$ cat src/hdl/wbc_pkg.sv
// ----------------------------------------------------------------------------
// wbc_pkg
// Shared types and constants for the two-way write-back cache latency core.
// ----------------------------------------------------------------------------
package wbc_pkg;

  localparam int unsigned TagBits    = 2;
  localparam int unsigned IndexBits  = 1;
  localparam int unsigned OffsetBits = 4;
  localparam int unsigned NumSets    = 1 << IndexBits;
  localparam int unsigned NumWays    = 2;

  localparam int unsigned AddrW = 16;
  localparam int unsigned CfgW  = 8;
  localparam int unsigned LatW  = 11;
  localparam int unsigned SumW  = CfgW + 1;

  localparam int unsigned InDataW  = 16;
  localparam int unsigned OutDataW = 16;

  localparam logic CfgIdxCache  = 1'b0;
  localparam logic CfgIdxMemory = 1'b1;

  localparam logic ReqLoad  = 1'b0;
  localparam logic ReqStore = 1'b1;

  typedef logic [IndexBits-1:0] set_idx_t;
  typedef logic [TagBits-1:0]   tag_t;

  // per-set state word, way 0 in the low slots
  typedef struct packed {
    logic                     recent;
    logic [NumWays-1:0][TagBits-1:0] tag;
    logic [NumWays-1:0]       dirty;
    logic [NumWays-1:0]       valid;
  } set_t;

endpackage

$ cat src/hdl/two_way_writeback_cache_latency_core.sv
// ----------------------------------------------------------------------------
// two_way_writeback_cache_latency_core
// Tag-only two-way write-back, write-allocate cache latency model with
// per-set most-recently-used way.
//
//   channel  | dir | tdata (low bit up)                    | tuser
//   s_axis   | in  | address[15:0]                         | req_type
//   m_axis   | out | latency[10:0], hit, wrote_back, pad   | -
//   cfg      | in  | idx 0 cache_cycles, idx 1 memory_cycles
//
// After reset a clearing pass writes every set with s_axis_tready low. An
// accepted transfer reads its set, and ST_LOOK then updates the set and loads
// the output register; no new transfer is taken until this read-modify-write
// of the set memory is done. A stalled output holds the update step until
// m_axis_tready; a new transfer is taken while a result waits.
// ----------------------------------------------------------------------------
module two_way_writeback_cache_latency_core (
  input  logic                          clk_i,
  input  logic                          rst_ni,
  input  logic                          s_axis_tvalid,
  output logic                          s_axis_tready,
  input  logic [wbc_pkg::InDataW-1:0]   s_axis_tdata,   // address[15:0]
  input  logic                          s_axis_tuser,   // req_type
  output logic                          m_axis_tvalid,
  input  logic                          m_axis_tready,
  output logic [wbc_pkg::OutDataW-1:0]  m_axis_tdata,   // out_lat_q, hit, wrote_back, 0
  input  logic                          cfg_we_i,
  input  logic                          cfg_idx_i,
  input  logic [wbc_pkg::CfgW-1:0]      cfg_data_i
);

  typedef enum logic [1:0] {
    ST_CLEAR,
    ST_IDLE,
    ST_LOOK
  } state_e;

  state_e state_q, state_d;

  logic [wbc_pkg::CfgW-1:0] cache_cyc_q, mem_cyc_q;

  wbc_pkg::set_idx_t clr_idx_q, clr_idx_d;
  logic              req_store_q;
  wbc_pkg::set_idx_t req_set_q;
  wbc_pkg::tag_t     req_tag_q;

  logic                    out_valid_q, out_valid_d;
  logic [wbc_pkg::LatW-1:0] out_lat_q, out_lat_d;
  logic                    out_hit_q, out_hit_d;
  logic                    out_wb_q, out_wb_d;

  logic              s_accept;
  logic              out_free;
  logic              mem_we;
  wbc_pkg::set_idx_t mem_waddr;
  wbc_pkg::set_t     mem_wdata;
  wbc_pkg::set_t     rd_set;
  wbc_pkg::set_t     upd_set;

  logic                     hit0, hit1, hit, wb, way;
  logic [wbc_pkg::SumW-1:0] cyc_sum;
  logic [wbc_pkg::LatW-1:0] lat;

  assign s_axis_tready = (state_q == ST_IDLE);
  assign s_accept      = s_axis_tvalid && s_axis_tready;
  assign out_free      = !out_valid_q || m_axis_tready;

  wbc_set_mem u_set_mem (
    .clk_i   (clk_i),
    .we_i    (mem_we),
    .waddr_i (mem_waddr),
    .wdata_i (mem_wdata),
    .re_i    (s_accept),
    .raddr_i (s_axis_tdata[wbc_pkg::OffsetBits +: wbc_pkg::IndexBits]),
    .rdata_o (rd_set)
  );

  // lookup and replacement decision
  always_comb begin
    hit0    = rd_set.valid[0] && (rd_set.tag[0] == req_tag_q);
    hit1    = rd_set.valid[1] && (rd_set.tag[1] == req_tag_q);
    hit     = hit0 || hit1;
    wb      = 1'b0;
    upd_set = rd_set;
    if (hit) begin
      way = !hit0;
      if (req_store_q == wbc_pkg::ReqStore) begin
        upd_set.dirty[way] = 1'b1;
      end
    end else begin
      if (!rd_set.valid[0]) begin
        way = 1'b0;
      end else if (!rd_set.valid[1]) begin
        way = 1'b1;
      end else begin
        way = !rd_set.recent;
        wb  = rd_set.dirty[way];
      end
      upd_set.valid[way] = 1'b1;
      upd_set.dirty[way] = (req_store_q == wbc_pkg::ReqStore);
      upd_set.tag[way]   = req_tag_q;
    end
    upd_set.recent = way;
  end

  always_comb begin
    cyc_sum = {1'b0, cache_cyc_q} + {1'b0, mem_cyc_q};
    if (hit) begin
      lat = {{(wbc_pkg::LatW - wbc_pkg::CfgW){1'b0}}, cache_cyc_q};
    end else if (wb) begin
      lat = {cyc_sum, 2'b00};
    end else begin
      lat = {1'b0, cyc_sum, 1'b0};
    end
  end

  always_comb begin
    state_d     = state_q;
    clr_idx_d   = clr_idx_q;
    out_valid_d = out_valid_q && !m_axis_tready;
    out_lat_d   = out_lat_q;
    out_hit_d   = out_hit_q;
    out_wb_d    = out_wb_q;
    mem_we      = 1'b0;
    mem_waddr   = req_set_q;
    mem_wdata   = upd_set;
    unique case (state_q)
      ST_CLEAR: begin
        mem_we    = 1'b1;
        mem_waddr = clr_idx_q;
        mem_wdata = '0;
        clr_idx_d = clr_idx_q + 1'b1;
        if (&clr_idx_q) begin
          state_d = ST_IDLE;
        end
      end
      ST_IDLE: begin
        if (s_accept) begin
          state_d = ST_LOOK;
        end
      end
      ST_LOOK: begin
        if (out_free) begin
          mem_we      = 1'b1;
          out_valid_d = 1'b1;
          out_lat_d   = lat;
          out_hit_d   = hit;
          out_wb_d    = wb;
          state_d     = ST_IDLE;
        end
      end
      default: begin
        state_d = ST_IDLE;
      end
    endcase
  end

  always_ff @(posedge clk_i or negedge rst_ni) begin
    if (!rst_ni) begin
      state_q     <= ST_CLEAR;
      clr_idx_q   <= '0;
      out_valid_q <= 1'b0;
    end else begin
      state_q     <= state_d;
      clr_idx_q   <= clr_idx_d;
      out_valid_q <= out_valid_d;
    end
  end

  always_ff @(posedge clk_i) begin
    out_lat_q <= out_lat_d;
    out_hit_q <= out_hit_d;
    out_wb_q  <= out_wb_d;
    if (s_accept) begin
      req_store_q <= s_axis_tuser;
      req_set_q   <= s_axis_tdata[wbc_pkg::OffsetBits +: wbc_pkg::IndexBits];
      req_tag_q   <= s_axis_tdata[wbc_pkg::OffsetBits + wbc_pkg::IndexBits +: wbc_pkg::TagBits];
    end
  end

  always_ff @(posedge clk_i or negedge rst_ni) begin
    if (!rst_ni) begin
      cache_cyc_q <= wbc_pkg::CfgW'(1);
      mem_cyc_q   <= wbc_pkg::CfgW'(10);
    end else if (cfg_we_i) begin
      unique case (cfg_idx_i)
        wbc_pkg::CfgIdxCache:  cache_cyc_q <= cfg_data_i;
        wbc_pkg::CfgIdxMemory: mem_cyc_q   <= cfg_data_i;
        default: ;
      endcase
    end
  end

  assign m_axis_tvalid = out_valid_q;
  assign m_axis_tdata  = {{(wbc_pkg::OutDataW - wbc_pkg::LatW - 2){1'b0}},
                          out_wb_q, out_hit_q, out_lat_q};

`ifndef ASSERT_OFF
  a_look_after_accept: assert property (@(posedge clk_i) disable iff (!rst_ni)
    s_accept |=> state_q == ST_LOOK)
    else $error("no lookup after accepted transfer");

  a_result_from_look: assert property (@(posedge clk_i) disable iff (!rst_ni)
    $rose(m_axis_tvalid) |-> $past(state_q == ST_LOOK))
    else $error("result without lookup");

  a_hit_no_wb: assert property (@(posedge clk_i) disable iff (!rst_ni)
    m_axis_tvalid |-> !(out_hit_q && out_wb_q))
    else $error("writeback flagged on a hit");

  a_write_when_owned: assert property (@(posedge clk_i) disable iff (!rst_ni)
    mem_we |-> (state_q == ST_CLEAR) || (state_q == ST_LOOK && out_free))
    else $error("set memory written outside clear or update");

  a_no_ready_in_clear: assert property (@(posedge clk_i) disable iff (!rst_ni)
    state_q == ST_CLEAR |-> !s_axis_tready)
    else $error("input ready during clearing pass");
`endif

endmodule

$ cat src/hdl/wbc_set_mem.sv
// ----------------------------------------------------------------------------
// wbc_set_mem
// Set state memory: one write port, one read port, registered read data.
// ----------------------------------------------------------------------------
module wbc_set_mem (
  input  logic              clk_i,
  input  logic              we_i,
  input  wbc_pkg::set_idx_t waddr_i,
  input  wbc_pkg::set_t     wdata_i,
  input  logic              re_i,
  input  wbc_pkg::set_idx_t raddr_i,
  output wbc_pkg::set_t     rdata_o
);

  wbc_pkg::set_t mem_q [wbc_pkg::NumSets];
  wbc_pkg::set_t rdata_q;

  always_ff @(posedge clk_i) begin
    if (we_i) begin
      mem_q[waddr_i] <= wdata_i;
    end
  end

  always_ff @(posedge clk_i) begin
    if (re_i) begin
      rdata_q <= mem_q[raddr_i];
    end
  end

  assign rdata_o = rdata_q;

endmodule

$ cat config.mk
export PLATFORM = sky130hd
export DESIGN_NAME = two_way_writeback_cache_latency_core
export DESIGN_NICKNAME = d
export VERILOG_FILES = /design/src/hdl/wbc_pkg.sv /design/src/hdl/two_way_writeback_cache_latency_core.sv /design/src/hdl/wbc_set_mem.sv
export SDC_FILE = /design/constraint.sdc
export NUM_CORES = 1
export LEC_CHECK = 0
export BUFFER_PORTS_ARGS = -buffer_cell sky130_fd_sc_hd__buf_2
export CAP_MARGIN = 25
export CORE_UTILIZATION = 23
export DETAILED_ROUTE_END_ITERATION = 16
export GPL_TIMING_DRIVEN = 0
export PLACE_DENSITY = 0.5
export SLEW_MARGIN = 10
export SYNTH_ARGS = -nofsm -noshare
export SYNTH_HDL_FRONTEND = slang
export SYNTH_SLANG_ARGS = --single-unit
export TNS_END_PERCENT = 100
$ cat constraint.sdc
create_clock -name clk_i -period 5.7 [get_ports clk_i]
set_input_delay 0.57 -clock clk_i [delete_from_list [all_inputs] [get_ports clk_i]]
set_output_delay 0.57 -clock clk_i [all_outputs]
set_load 0.05 [all_outputs]
Word level (Yosys, flattened, before mapping)
Memories as Yosys holds them, arrays and structs flattened. A register that Yosys moved wholly into a read port is not among the register bits.
Index checks and enable logic that the tools add are counted.
{"block": "classes", "n_div": 0, "mux": 35, "bitwise_logic": 4, "n_mul": 0, "n_addsub": 2, "reduce_logical": 18, "eq_ne": 7, "magnitude_cmp": 5, "shifts": 0}
{"op": "$mux W1", "n": 17}
{"op": "$mux W2", "n": 7}
{"op": "$mux W10", "n": 1}
{"op": "$add A8 B8 Y9", "n": 1}
{"op": "$mux W9", "n": 1}
{"op": "$mux W8", "n": 1}
{"op": "$logic_and A1 B1 Y1", "n": 6}
{"op": "$lt A1 B2 Y1 const B", "n": 3}
{"op": "$pmux W2 S3", "n": 1}
{"op": "$reduce_and A2 Y1", "n": 3}
{"op": "$bwmux W4", "n": 1}
{"op": "$eq A2 B2 Y1", "n": 2}
{"op": "$logic_not A1 Y1", "n": 4}
{"op": "$mux W4", "n": 1}
{"op": "$ne A2 B2 Y1 const B", "n": 2}
{"op": "$or A2 B2 Y2", "n": 2}
{"op": "$reduce_and A3 Y1", "n": 1}
{"op": "$bwmux W2", "n": 1}
{"op": "$demux W1 S1", "n": 2}
{"op": "$demux W2 S1", "n": 1}
{"op": "$eq A2 B1 Y1 const B", "n": 1}
{"op": "$eq A2 B2 Y1 const B", "n": 1}
{"op": "$ge A1 B1 Y1 const B", "n": 2}
{"op": "$logic_not A2 Y1", "n": 1}
{"op": "6 further kinds", "n": 8}
{"block": "word_totals", "memories": 1, "elab_cells": 85, "out_inout_bits": 18, "reg_bits": 37, "input_bits": 31, "mem_bits_rw": 18, "latchBits": 0, "mem_bits_ro": 0}
{"name": "u_set_mem.mem_q", "words": 2, "word_bits": 9, "read_ports": 1, "rd_ports_with_merged_regs": 1, "write_ports": 1, "line": "wbc_set_mem.sv:15", "source": "wbc_pkg::set_t mem_q [wbc_pkg::NumSets];"}

Logic depth before layout (Yosys ltp)
Gate-level depths: netlist of the first run.
{"block": "depth", "depth_word": 11, "depth_mapped": 7, "mapped_depth_nobuf": 7}

Modules after synthesis
From an unflattened synthesis of the first run, not the netlist that was laid out.
{"block": "hier_totals", "cells_unflattened": 231, "hier_area_um2": 3115.5}
{"module": "two_way_writeback_cache_latency_core", "instances": 1, "area_each_um2": 2145.8, "cells_per_inst": 192, "seq_area_each_um2": 1014.7}
{"module": "wbc_set_mem", "instances": 1, "area_each_um2": 969.7, "cells_per_inst": 39, "seq_area_each_um2": 810.8}

Worst setup path after synthesis of the first run
No wires, ideal clock.
{"block": "synth_timing", "path_type": "register -> register", "from": "register cache_cyc_q[0] in the netlist's numbering", "to": "register out_lat_q[5] in the netlist's numbering, data pin", "arrival_time_ns": 1.972, "setup_ns": 0.260, "path_buffers": 0, "stages_incl_launch_ff": 8, "synth_period_minus_slack_ns": 2.232, "path_slack_ns": 3.468, "required_time_ns": 5.440, "cell_sequence": "dfstp_2 -> ha_1 -> fa_1 -> a211oi_2 -> o21bai_1 -> xnor2_1 -> mux2_2 -> mux2_2"}
{"block": "synth_via", "elab_chain_len": 3}
{"item": "from (decl)", "line": "two_way_writeback_cache_latency_core.sv:40", "source": "logic [wbc_pkg::CfgW-1:0] cache_cyc_q, mem_cyc_q;"}
{"item": "from (signal assigned)", "line": "two_way_writeback_cache_latency_core.sv:183", "source": "cache_cyc_q <= wbc_pkg::CfgW'(1);"}
{"item": "from (signal assigned)", "line": "two_way_writeback_cache_latency_core.sv:187", "source": "wbc_pkg::CfgIdxCache: cache_cyc_q <= cfg_data_i;"}
{"item": "$add A8 B8 Y9", "line": "two_way_writeback_cache_latency_core.sv:107", "source": "cyc_sum = {1'b0, cache_cyc_q} + {1'b0, mem_cyc_q};"}
{"item": "$mux W10", "line": "two_way_writeback_cache_latency_core.sv:110", "source": "end else if (wb) begin"}
{"item": "$mux W8", "line": "two_way_writeback_cache_latency_core.sv:108", "source": "if (hit) begin"}
{"item": "named net lat (one bit)", "line": "two_way_writeback_cache_latency_core.sv:62", "source": "logic [wbc_pkg::LatW-1:0] lat;"}
{"item": "to (signal assigned)", "line": "two_way_writeback_cache_latency_core.sv:171", "source": "out_lat_q <= out_lat_d;"}
{"item": "to (decl)", "line": "two_way_writeback_cache_latency_core.sv:48", "source": "logic [wbc_pkg::LatW-1:0] out_lat_q, out_lat_d;"}
The timed path passes the listed nets, and every way through them passes these cells.
A chain may end at the register's enable or synchronous reset.

Final worst setup path of the first run
{"block": "layout_timing", "from": "register mem_cyc_q[0] in the netlist's numbering", "to": "register out_lat_q[7] in the netlist's numbering, data pin"}
{"block": "layout_via", "elab_chain_len": 3}
{"item": "from (decl)", "line": "two_way_writeback_cache_latency_core.sv:40"}
{"item": "from (signal assigned)", "line": "two_way_writeback_cache_latency_core.sv:184", "source": "mem_cyc_q <= wbc_pkg::CfgW'(10);"}
{"item": "from (signal assigned)", "line": "two_way_writeback_cache_latency_core.sv:188", "source": "wbc_pkg::CfgIdxMemory: mem_cyc_q <= cfg_data_i;"}
{"item": "$add A8 B8 Y9", "line": "two_way_writeback_cache_latency_core.sv:107"}
{"item": "$mux W10", "line": "two_way_writeback_cache_latency_core.sv:110"}
{"item": "$mux W8", "line": "two_way_writeback_cache_latency_core.sv:108"}
{"item": "named net lat (one bit)", "line": "two_way_writeback_cache_latency_core.sv:62"}
The timed path passes the listed nets, and every way through them passes these cells.

==> results.yml, run 1 <==
route:
  detail-route-antenna-nets: 0
  wl_per_cell_um: 12.4
  drc_errors: 0
  routed_wirelength_um: 5680
  vias: 1884
  first_pass_iters: 4
  drt_iter0_markers: 74
  viasPerCell: 4.10
yosys:
  synth_area_sq_mm: 0.00308
  syn_avg_cell_area_sq_um: 13.2
  syn_inst: 234
  synth_flop_cell: "edfxtp_1"
  synth_top_cell_area_share: 0.429
  synthTopCellsByArea: "edfxtp_1 43%, dfrtp_1 14%, mux2_2 10%"
  synth.lib_cells_used.distinct: 47
  yosysSeqAreaShare: 0.593
  synth_top_area_cell: "edfxtp_1"
  async_reset_ff_frac: 0.313
  synth_edf_count: 44
  yosysWarnings: 0
  synth_seq_cells: 64
run_status:
  status: "finished, final reports clean"
pwr:
  switchingPower_uw: 596
  ir_worst_vdd_v: 0.000219
  power.internal_mw: 1.19
  combPwrFrac: 0.328
  p_leak_nw: 1.47
  p_sw_frac: 0.334
  p_clk_frac: 0.263
  power_density_mw_per_mm2: 477
  seqPwrFrac: 0.410
cts:
  htreeDepth: 3
  post-cts-setup-buffer-count: 0
  hold_buffers: 0
  clockBufferDepth: 2
  cts-resized-gates: 0
  numClockSinks: 64
  cts_tree: "yes"
  cts-root-buf: "clkbuf_16"
  cts_made_buffers: 9
  clk_pin_slew_ns: 0.05
  clkLatencyLatePin_ns: 0.33
global_route:
  grt_overflow_total: 0
  grt_pass1_wl_um: 9340
  grt_use_total: 0.0890
  grt_antenna_before_repair: 0
  grt_pass1_vias: 1896
  grt_max_degree: 21
worst_setup_path:
  critPathMaxFanout: 4
  critPathKind: "reg -> reg"
  required_ns: 5.85
  end_kind: "flip-flop"
  arrival_ns: 2.56
  start_kind: "flip-flop"
job:
  maxCapViolations: 0
layout:
  layout.nets: 322
  nFillCells: 1346
  area_delta_synth_final_pct: 21.6
  layout_commonest_cell: "edfxtp_1"
  drive_gt1_frac: 0.328
  antenna_cells: 0
  layout_common_cells: "44 x edfxtp_1, 34 x buf_2, 28 x mux2_2"
place:
  portBuffers: 32
  place.gp.congestion: 0.741
  pre_cts_ws_ns: 3.31
  dp_hpwl_um: 4310
floorplanning:
  rows: 41
  initial_utilization: 0.240
  core_region_area_sq_mm: 0.0128
  die_w_um: 118
  io_pins: 49
  die-area_sq_mm: 0.0138
  die_h_um: 118
timing:
  rsz0062_at_grt: "no"
  finClkSkew_ns: 0.00597
  tightest_slew_ns: 0.866
  finalMaxSlewViolations: 0
  fmax_mhz: 414
  setup_violations: 0
  tns_ns: 0
  relSlewSlack: 0.421
  report.final.hold_viol_count: 0
  fin_crit_ns: 2.41
  fin_crit_sh: 0.423
  final.setup.worst_slack_ns: 3.29
  finalHoldWorstSlack_ns: 0.182
min_path:
  min_path_type: "in -> async"
## worst max-delay path, cell delays in order (launching register included)
cell      delay (ns)
dfrtp_1         0.38
ha_1            0.23
fa_1            0.42
a211oi_2        0.26
nor2_1          0.10
o31a_1          0.29
o31a_1          0.32
o31ai_2         0.23
## final timing paths
check | slack [ns] | cells past startpoint | startpoint | endpoint
setup / recovery | 3.29 | 7 | mem_cyc_q[0] | out_lat_q[7]
hold / removal | 0.18 | 1 | rst_ni | mem_cyc_q[2]
setup reg to reg | 3.29 | 7 | mem_cyc_q[0] | out_lat_q[7]
hold reg to reg | 0.52 | 1 | mem_cyc_q[4] | mem_cyc_q[4]
max in group asynchronous | 5.19 | 1 | rst_ni | mem_cyc_q[1]
min in group clk_i | 0.42 | 1 | s_axis_tdata[6] | req_tag_q[1]
## layer usage
layer / GRT usage / vias up / part of all wire
met4: 0.0649 / 0 / 0.027
met3: 0.0170 / 11 / 0.027
li1: - / 952 / -
met1: 0.119 / 888 / 0.52
met2: 0.128 / 33 / 0.43
met5: 0 / - / 0
## power groups by stage
| stage | clock, mW | combinational [mW] | sequential (mW) |
|---|---|---|---|
| after global placement | 0 | 0.575 | 0.740 |
| after global routing | 0.497 | 0.652 | 0.746 |
| final | 0.469 | 0.586 | 0.732 |
| after detailed placement | 0 | 0.587 | 0.742 |
| after floorplan | 0 | 0.403 | 0.780 |
| after CTS | 0.482 | 0.590 | 0.734 |
## sequential cells by signal (all words and copies together) (netlist names)
signal / count
req_set_q: 1
out_lat_q: 11
m_axis_tvalid: 1
out_hit_q: 1
mem_cyc_q: 8
state_q: 2
u_set_mem.mem_q: 18
clr_idx_q: 1
cache_cyc_q: 8
req_tag_q: 2
req_store_q: 1
out_wb_q: 1
u_set_mem.rdata_o: 9
## metrics by stage
stage                     power, mW  utilization  cells  instance area (sq um)
final                          1.79        0.292    459                   3740
after global placement         1.31        0.270    440                   3460
after detailed placement       1.33        0.271    442                   3480
after floorplan                1.18            -    236                   3090
after global routing           1.89        0.292    459                   3740
after CTS                      1.81        0.291    458                   3740
## cell type report
cell class | instances | area [sq um] | area share
Clock buffer | 11 | 233 | 0.0622
Sequential cell | 64 | 1830 | 0.488
Timing Repair Buffer | 35 | 186 | 0.0498
Clock inverter | 5 | 23.8 | 0.00635
Tap cell | 172 | 215 | 0.0575
Inverter | 4 | 15.0 | 0.00401
Multi-Input combinational cell | 158 | 1190 | 0.317
Buffer | 10 | 58.8 | 0.0157
## logic make-up (layout without fill, tap and decap cells)
group | count (synthesis) | count (layout) | share of synthesized area
DFF | 64 | 64 | 0.593
buffers and inverters | 14 | 65 | 0.0240
AOI/OAI and AO/OA | 41 | 41 | 0.0980
xor gates and xnor gates | 7 | 7 | 0.0199
and+or+nand+nor | 62 | 62 | 0.0947
adders and majority gates | 9 | 9 | 0.0390
other | 1 | 3 | 0.00122
muxes | 36 | 36 | 0.130
## synthesized netlist by cell type, types with 4 or more instances
master and number:
edfxtp_1 44, nor2b_1 4, dfrtp_1 17, mux2_2 28
o21a_1 4, nand2_1 16, mux2i_1 7, nor2_1 24
o21ai_0 5, xnor2_1 6, nand2b_1 4, ha_1 8
buf_4 5, inv_1 4, a21oi_1 9
Power figures use the tool's default switching activity.
==> run 2: changes to the inputs <==
- ABC_AREA: not set -> 1
- PLACE_DENSITY: 0.5 -> 0.51
- clock period: 5.7 -> 2 ns (I/O delays scaled with it)
==> run 2 against run 1 <==
Combinational power grew to 3.0 times the previous value. Setup slack lost 3.1 ns. Synthesized area increased by 3.5%. Routed wire length increased by 13%. Utilization up 0.37 points. Synthesized cell count rose by 44%. Highest routed layer unchanged.
==> results.yml, run 2 <==
run_status:
  status: "finished, final reports clean"
cts:
  cts_made_buffers: 9
  numClockSinks: 64
  clockBufferDepth: 2
  cts_tree: "yes"
  cts-root-buf: "clkbuf_16"
  clk_pin_slew_ns: 0.05
  clkLatencyLatePin_ns: 0.33
  htreeDepth: 3
worst_setup_path:
  end_kind: "flip-flop"
  arrival_ns: 1.86
  timing.critical_path.buf_inv: 1
  critical-path-top-delay-family: "adder cells"
  critPathKind: "reg -> reg"
  required_ns: 2.09
  critPathMaxFanout: 3
  start_kind: "flip-flop"
  r2r_slack_ns: 0.23
  cp_common_cell: "nand2_1"
  worst_path_max_delay_cell: "dfrtp_1"
  reg2reg_from: "mem_cyc_q[0]"
  critical_path.cell_chain: "ha_1 -> fa_2 -> nand3_1 -> nand2_1 -> nand2_1 -> nand2_1 -> nand2_1 -> nand3_1 -> nand2_1 -> inv_1"
  cpPeakStageDelay_ns: 0.38
  rr_endpoint: "out_lat_q[5]"
  ff2ff_path_depth: 10
min_path:
  min_from: "s_axis_tuser"
  min_path_type: "in -> reg"
  worstHoldPathCells: 1
  min_to: "req_store_q"
yosys:
  synth_top_cell_area_share: 0.415
  yosysSeqAreaShare: 0.573
  synth_edf_count: 44
  synth.lib_cells_used.distinct: 32
  synth_flop_cell: "edfxtp_1"
  yosysWarnings: 0
  synthTopCellsByArea: "edfxtp_1 41%, dfrtp_1 13%, nand2_1 12%"
  syn_avg_cell_area_sq_um: 9.48
  async_reset_ff_frac: 0.313
  synth_common_cells: "100 x nand2_1, 44 x edfxtp_1, 44 x inv_1"
  synth_seq_cells: 64
  syn_inst: 336
  yosysMostFrequentCell: "nand2_1"
  synth_top_area_cell: "edfxtp_1"
  synth_area_sq_mm: 0.00319
timing:
  finalMaxSlewViolations: 0
  report.final.hold_viol_count: 0
  setup_violations: 0
  fmax_mhz: 566
  final.setup.worst_slack_ns: 0.233
  tightest_slew_ns: 0.614
  fin_crit_sh: 0.883
  rsz0062_at_grt: "no"
  fin_crit_ns: 1.77
  finClkSkew_ns: 0.00684
  relSlewSlack: 0.590
layout:
  area_delta_synth_final_pct: 24.4
  postLayoutCoreUtil: 0.296
  area.sequential_sq_mm: 0.00183
  largest_reg_flops: 18
  layout_common_cells: "100 x nand2_1, 44 x inv_1, 44 x edfxtp_1"
  final_cells: 567
  multi_input_area_sq_mm: 0.00115
  drive_gt1_frac: 0.225
  finalInstanceArea_sq_mm: 0.00396
  layout_commonest_cell: "nand2_1"
  antenna_cells: 0
  layout.nets: 426
  largest-register: "u_set_mem.mem_q"
  nFillCells: 1409
job:
  maxCapViolations: 0
floorplanning:
  die-area_sq_mm: 0.0143
  initial_utilization: 0.238
  rows: 42
  die_w_um: 120
  io_pins: 49
  die_h_um: 120
  core_region_area_sq_mm: 0.0134
route:
  wl_per_cell_um: 11.3
  drt_iter0_markers: 82
  drc_errors: 0
  detail-route-antenna-nets: 0
  routed_wirelength_um: 6400
  first_pass_iters: 4
  vias: 2268
  viasPerCell: 4.00
pwr:
  power_density_mw_per_mm2: 1370
  power_mw: 5.43
  p_leak_nw: 1.83
  ir_worst_vdd_v: 0.000592
place:
  dpl_cell_area_sq_mm: 0.00358
  portBuffers: 32
  dp_hpwl_um: 4780
  post-place-cells: 546
  place.gp.congestion: 0.790
  pre_cts_ws_ns: -0.542
global_route:
  grt_overflow_total: 0
  grt_antenna_before_repair: 0
  grt_pass1_vias: 2212
  grt_max_degree: 21
  grt_use_total: 0.0987
  grt_pass1_wl_um: 10800
-- run 2: cell count changes after synthesis, moves of 7 or more --
cell     delta
o21ai_0    +20
nand3_1    +14
mux2i_1     -7
inv_1      +40
nand2_1    +84
mux2_2     -19
-- run 2: kinds of logic after synthesis --
logic type | synth area share
and+or+nand+nor | 0.208
xor gates and xnor gates | 0.00275
muxes | 0.0318
other | 0.00118
DFF | 0.573
adders and majority gates | 0.0377
buffers and inverters | 0.0766
AOI/OAI and AO/OA | 0.0691
-- run 2: worst max path at each step --
| stage | from | endpoint | slack [ns] | depth (start not counted) |
|---|---|---|---|---|
| after global placement | state_q[1] | u_set_mem.mem_q[1][4] | -0.48 | 6 |
| after CTS | state_q[1] | u_set_mem.mem_q[1][5] | -0.09 | 6 |
| after global routing | mem_cyc_q[0] | out_lat_q[7] | 0.06 | 10 |
| after detailed placement | state_q[1] | u_set_mem.mem_q[1][4] | -0.54 | 6 |
| after floorplan | m_axis_tvalid | u_set_mem.mem_q[0][0] | -0.07 | 5 |
| final | mem_cyc_q[0] | out_lat_q[5] | 0.23 | 10 |
-- run 2: final cells by class --
class                           instances  share of cell area
Multi-Input combinational cell        217               0.290
Inverter                               47              0.0452
Clock inverter                          3             0.00442
Sequential cell                        64               0.461
Tap cell                              176              0.0556
Clock buffer                           13              0.0739
Timing Repair Buffer                   37              0.0537
Buffer                                 10              0.0164
-- run 2: layer usage --
layer,global-route usage,part of all wire,vias up
li1,-,-,1190
met1,0.136,0.52,1016
met2,0.142,0.43,55
met3,0.0238,0.038,7
met4,0.0516,0.015,0
met5,0,0,-
-- run 2: through the flow --
stage	hold WS [ns]	setup TNS, ns
after floorplan	-0.0956	-1.29
after global placement	0.163	-8.54
after detailed placement	0.173	-9.37
after CTS	0.0316	-1.49
after global routing	0.0348	0
final	0.0426	0
-- run 2: repair_timing --
action / 4_1_cts / 5_1_grt
resized for setup: 3 / 3
buffers inserted: 0 / 4
pin swaps: 0 / 3
hold endpoints to repair: 17 / 0
hold buffers: 1 / 0
endpoints found under the setup margin: 18 / 20
-- run 2: where the power goes --
group	switching [mW]	internal, mW	total [mW]
combinational	1.17	0.571	1.74
sequential	0.161	1.95	2.11
clock	0.553	1.02	1.58
total	1.88	3.54	5.43
-- run 2: worst reg2reg max path: stages, from the launching register on --
cell and delay, ns:
dfrtp_1 0.38, ha_1 0.22, fa_2 0.37, nand3_1 0.12, nand2_1 0.09, nand2_1 0.07
nand2_1 0.07, nand2_1 0.06, nand3_1 0.06, nand2_1 0.06, inv_1 0.03
==> run 3: changes to the inputs <==
- CTS_BUF_LIST: not set -> sky130_fd_sc_hd__clkbuf_2 sky130_fd_sc_hd__clkbuf_4 sky130_fd_sc_hd__clkbuf_8
==> run 3 against run 2 <==
Critical path type unchanged. Hold slack lost 0.014 ns. Power shrank 6.0%. Clock skew grew 0.0014 ns. Largest power group unchanged. Register-to-register slack is essentially flat. Critical endpoint unchanged. Sequential share of layout area grew 1.0 points. Largest cell class unchanged. Setup slack lost 0.0041 ns. Clock power shrank 21%. Sequential cell count is the same. Count of clock-buffer cells in the layout shrank 2. Non-clock buffer count is the same. Combinational power is essentially flat.
==> results.yml, run 3 (synthesis gave the netlist of run 2 again) <==
run_status:
  status: "finished, final reports clean"
floorplanning:
  core_region_area_sq_mm: 0.0134
  io_pins: 49
  die_h_um: 120
  die-area_sq_mm: 0.0143
  initial_utilization: 0.238
  die_w_um: 120
  rows: 42
cts:
  numClockSinks: 64
  clockBufferDepth: 2
  cts_made_buffers: 9
  cts_tree: "yes"
  clkLatencyLatePin_ns: 0.35
  htreeDepth: 3
  clk_pin_slew_ns: 0.07
  cts-root-buf: "clkbuf_8"
global_route:
  grt_overflow_total: 0
  grt_antenna_before_repair: 0
  grt_use_total: 0.0979
  grt_pass1_vias: 2196
  grt_max_degree: 21
  grt_pass1_wl_um: 10800
worst_setup_path:
  worst_path_max_delay_cell: "dfrtp_1"
  critical_path.cell_chain: "ha_1 -> fa_2 -> nand3_1 -> nand2_1 -> nand2_1 -> nand2_1 -> nand2_1 -> nand3_1 -> nand2_1 -> inv_1"
  end_kind: "flip-flop"
  r2r_slack_ns: 0.23
  start_kind: "flip-flop"
  cpPeakStageDelay_ns: 0.39
  critPathMaxFanout: 3
  cp_common_cell: "nand2_1"
  ff2ff_path_depth: 10
  reg2reg_from: "mem_cyc_q[0]"
  arrival_ns: 1.87
  rr_endpoint: "out_lat_q[5]"
  critPathKind: "reg -> reg"
  required_ns: 2.10
layout:
  area_delta_synth_final_pct: 21.6
  largest_reg_flops: 18
  finalInstanceArea_sq_mm: 0.00387
  drive_gt1_frac: 0.228
  largest-register: "u_set_mem.mem_q"
  layout_commonest_cell: "nand2_1"
  layout_common_cells: "100 x nand2_1, 44 x inv_1, 44 x edfxtp_1"
  antenna_cells: 0
  layout.nets: 426
  nFillCells: 1412
place:
  pre_cts_ws_ns: -0.542
  portBuffers: 32
  dpl_cell_area_sq_mm: 0.00358
  dp_hpwl_um: 4780
  place.gp.congestion: 0.790
route:
  met2_length_um: 2720
  detail-route-antenna-nets: 0
  routed_wirelength_um: 6450
  routed.top_layer: "met4"
  first_pass_iters: 4
  wl_met3_um: 254
  vias: 2264
  viasPerCell: 3.99
  drc_errors: 0
  met1_length_um: 3390
  wl_per_cell_um: 11.4
  drt_iter0_markers: 77
timing:
  rsz0062_at_grt: "no"
  fin_crit_sh: 0.885
  tightest_slew_ns: 0.625
  relSlewSlack: 0.583
  report.final.hold_viol_count: 0
  finClkSkew_ns: 0.00822
  finalMaxSlewViolations: 0
  final.setup.worst_slack_ns: 0.229
  fin_crit_ns: 1.77
  fmax_mhz: 565
  setup_violations: 0
  finalHoldWorstSlack_ns: 0.0288
min_path:
  min_path_type: "in -> reg"
  min_to: "req_store_q"
  min_from: "s_axis_tuser"
  worstHoldPathCells: 1
pwr:
  ir_worst_vdd_v: 0.000574
  power_density_mw_per_mm2: 1320
  p_leak_nw: 1.79
job:
  maxCapViolations: 0
==> run 3: cell types whose count changed in the layout (fill, tap and decap cells not counted) <==
cell	previous run	this run
clkbuf_16	11	0
clkbuf_8	1	10
bufinv_16	0	2
clkbuf_1	4	3
clkbuf_4	0	1
==> run 3: worst max-delay path by stage <==
| stage | start | to | slack, ns | cells after the start |
|---|---|---|---|---|
| global placement | state_q[1] | u_set_mem.mem_q[1][4] | -0.48 | 6 |
| CTS | state_q[1] | u_set_mem.mem_q[1][2] | -0.09 | 6 |
| floorplan | m_axis_tvalid | u_set_mem.mem_q[0][0] | -0.07 | 5 |
| detailed placement | state_q[1] | u_set_mem.mem_q[1][4] | -0.54 | 6 |
| global route | mem_cyc_q[0] | out_lat_q[7] | 0.06 | 10 |
| finish | mem_cyc_q[0] | out_lat_q[5] | 0.23 | 10 |
==> run 3: timing repair <==
| item | CTS | global route |
|---|---|---|
| hold endpoints to repair | 17 | 0 |
| pin swaps | 0 | 3 |
| setup buffers | 0 | 4 |
| hold buffers | 1 | 0 |
| setup endpoints to repair | 18 | 20 |
| gates cloned | 0 | 0 |
| resized for setup | 3 | 3 |
==> run 3: metal layers <==
metal	vias up	GRT usage
li1	1188	-
met1	1011	0.137
met2	56	0.142
met3	9	0.0238
met4	0	0.0445
met5	-	0
==> run 3: stage by stage <==
stage	cells	TNS, ns	power [mW]	util
2_1_floorplan	338	-1.29	3.35	-
3_3_place_gp	546	-8.54	3.74	0.267
6_report	567	0	5.10	0.289
3_5_place_dp	546	-9.37	3.78	0.267
4_1_cts	563	-1.55	5.06	0.285
5_1_grt	567	0	5.45	0.289
==> run 3: cell type report <==
| type | instances | area, sq um | share of cell area |
|---|---|---|---|
| clock inverters | 5 | 77.6 | 0.0200 |
| plain buffers | 10 | 65.1 | 0.0168 |
| multi-input cells | 217 | 1150 | 0.297 |
| clock buffers | 11 | 145 | 0.0375 |
| flip-flops and latches | 64 | 1830 | 0.471 |
| inverters | 47 | 179 | 0.0462 |
| well taps | 176 | 220 | 0.0568 |
| repair buffers | 37 | 213 | 0.0549 |
==> run 3: power by group <==
group          internal [mW]  switching (mW)
combinational          0.572            1.17
sequential              1.95           0.162
clock                  0.749           0.498
total                   3.27            1.83
==> run 3: critical path, delay by kind of cell (launching register included) <==
family                     cells  cell delay, ns
adders and majority gates      2            0.59
DFF                            1            0.39
buffers and inverters          1            0.03
and+or+nand+nor                7            0.53
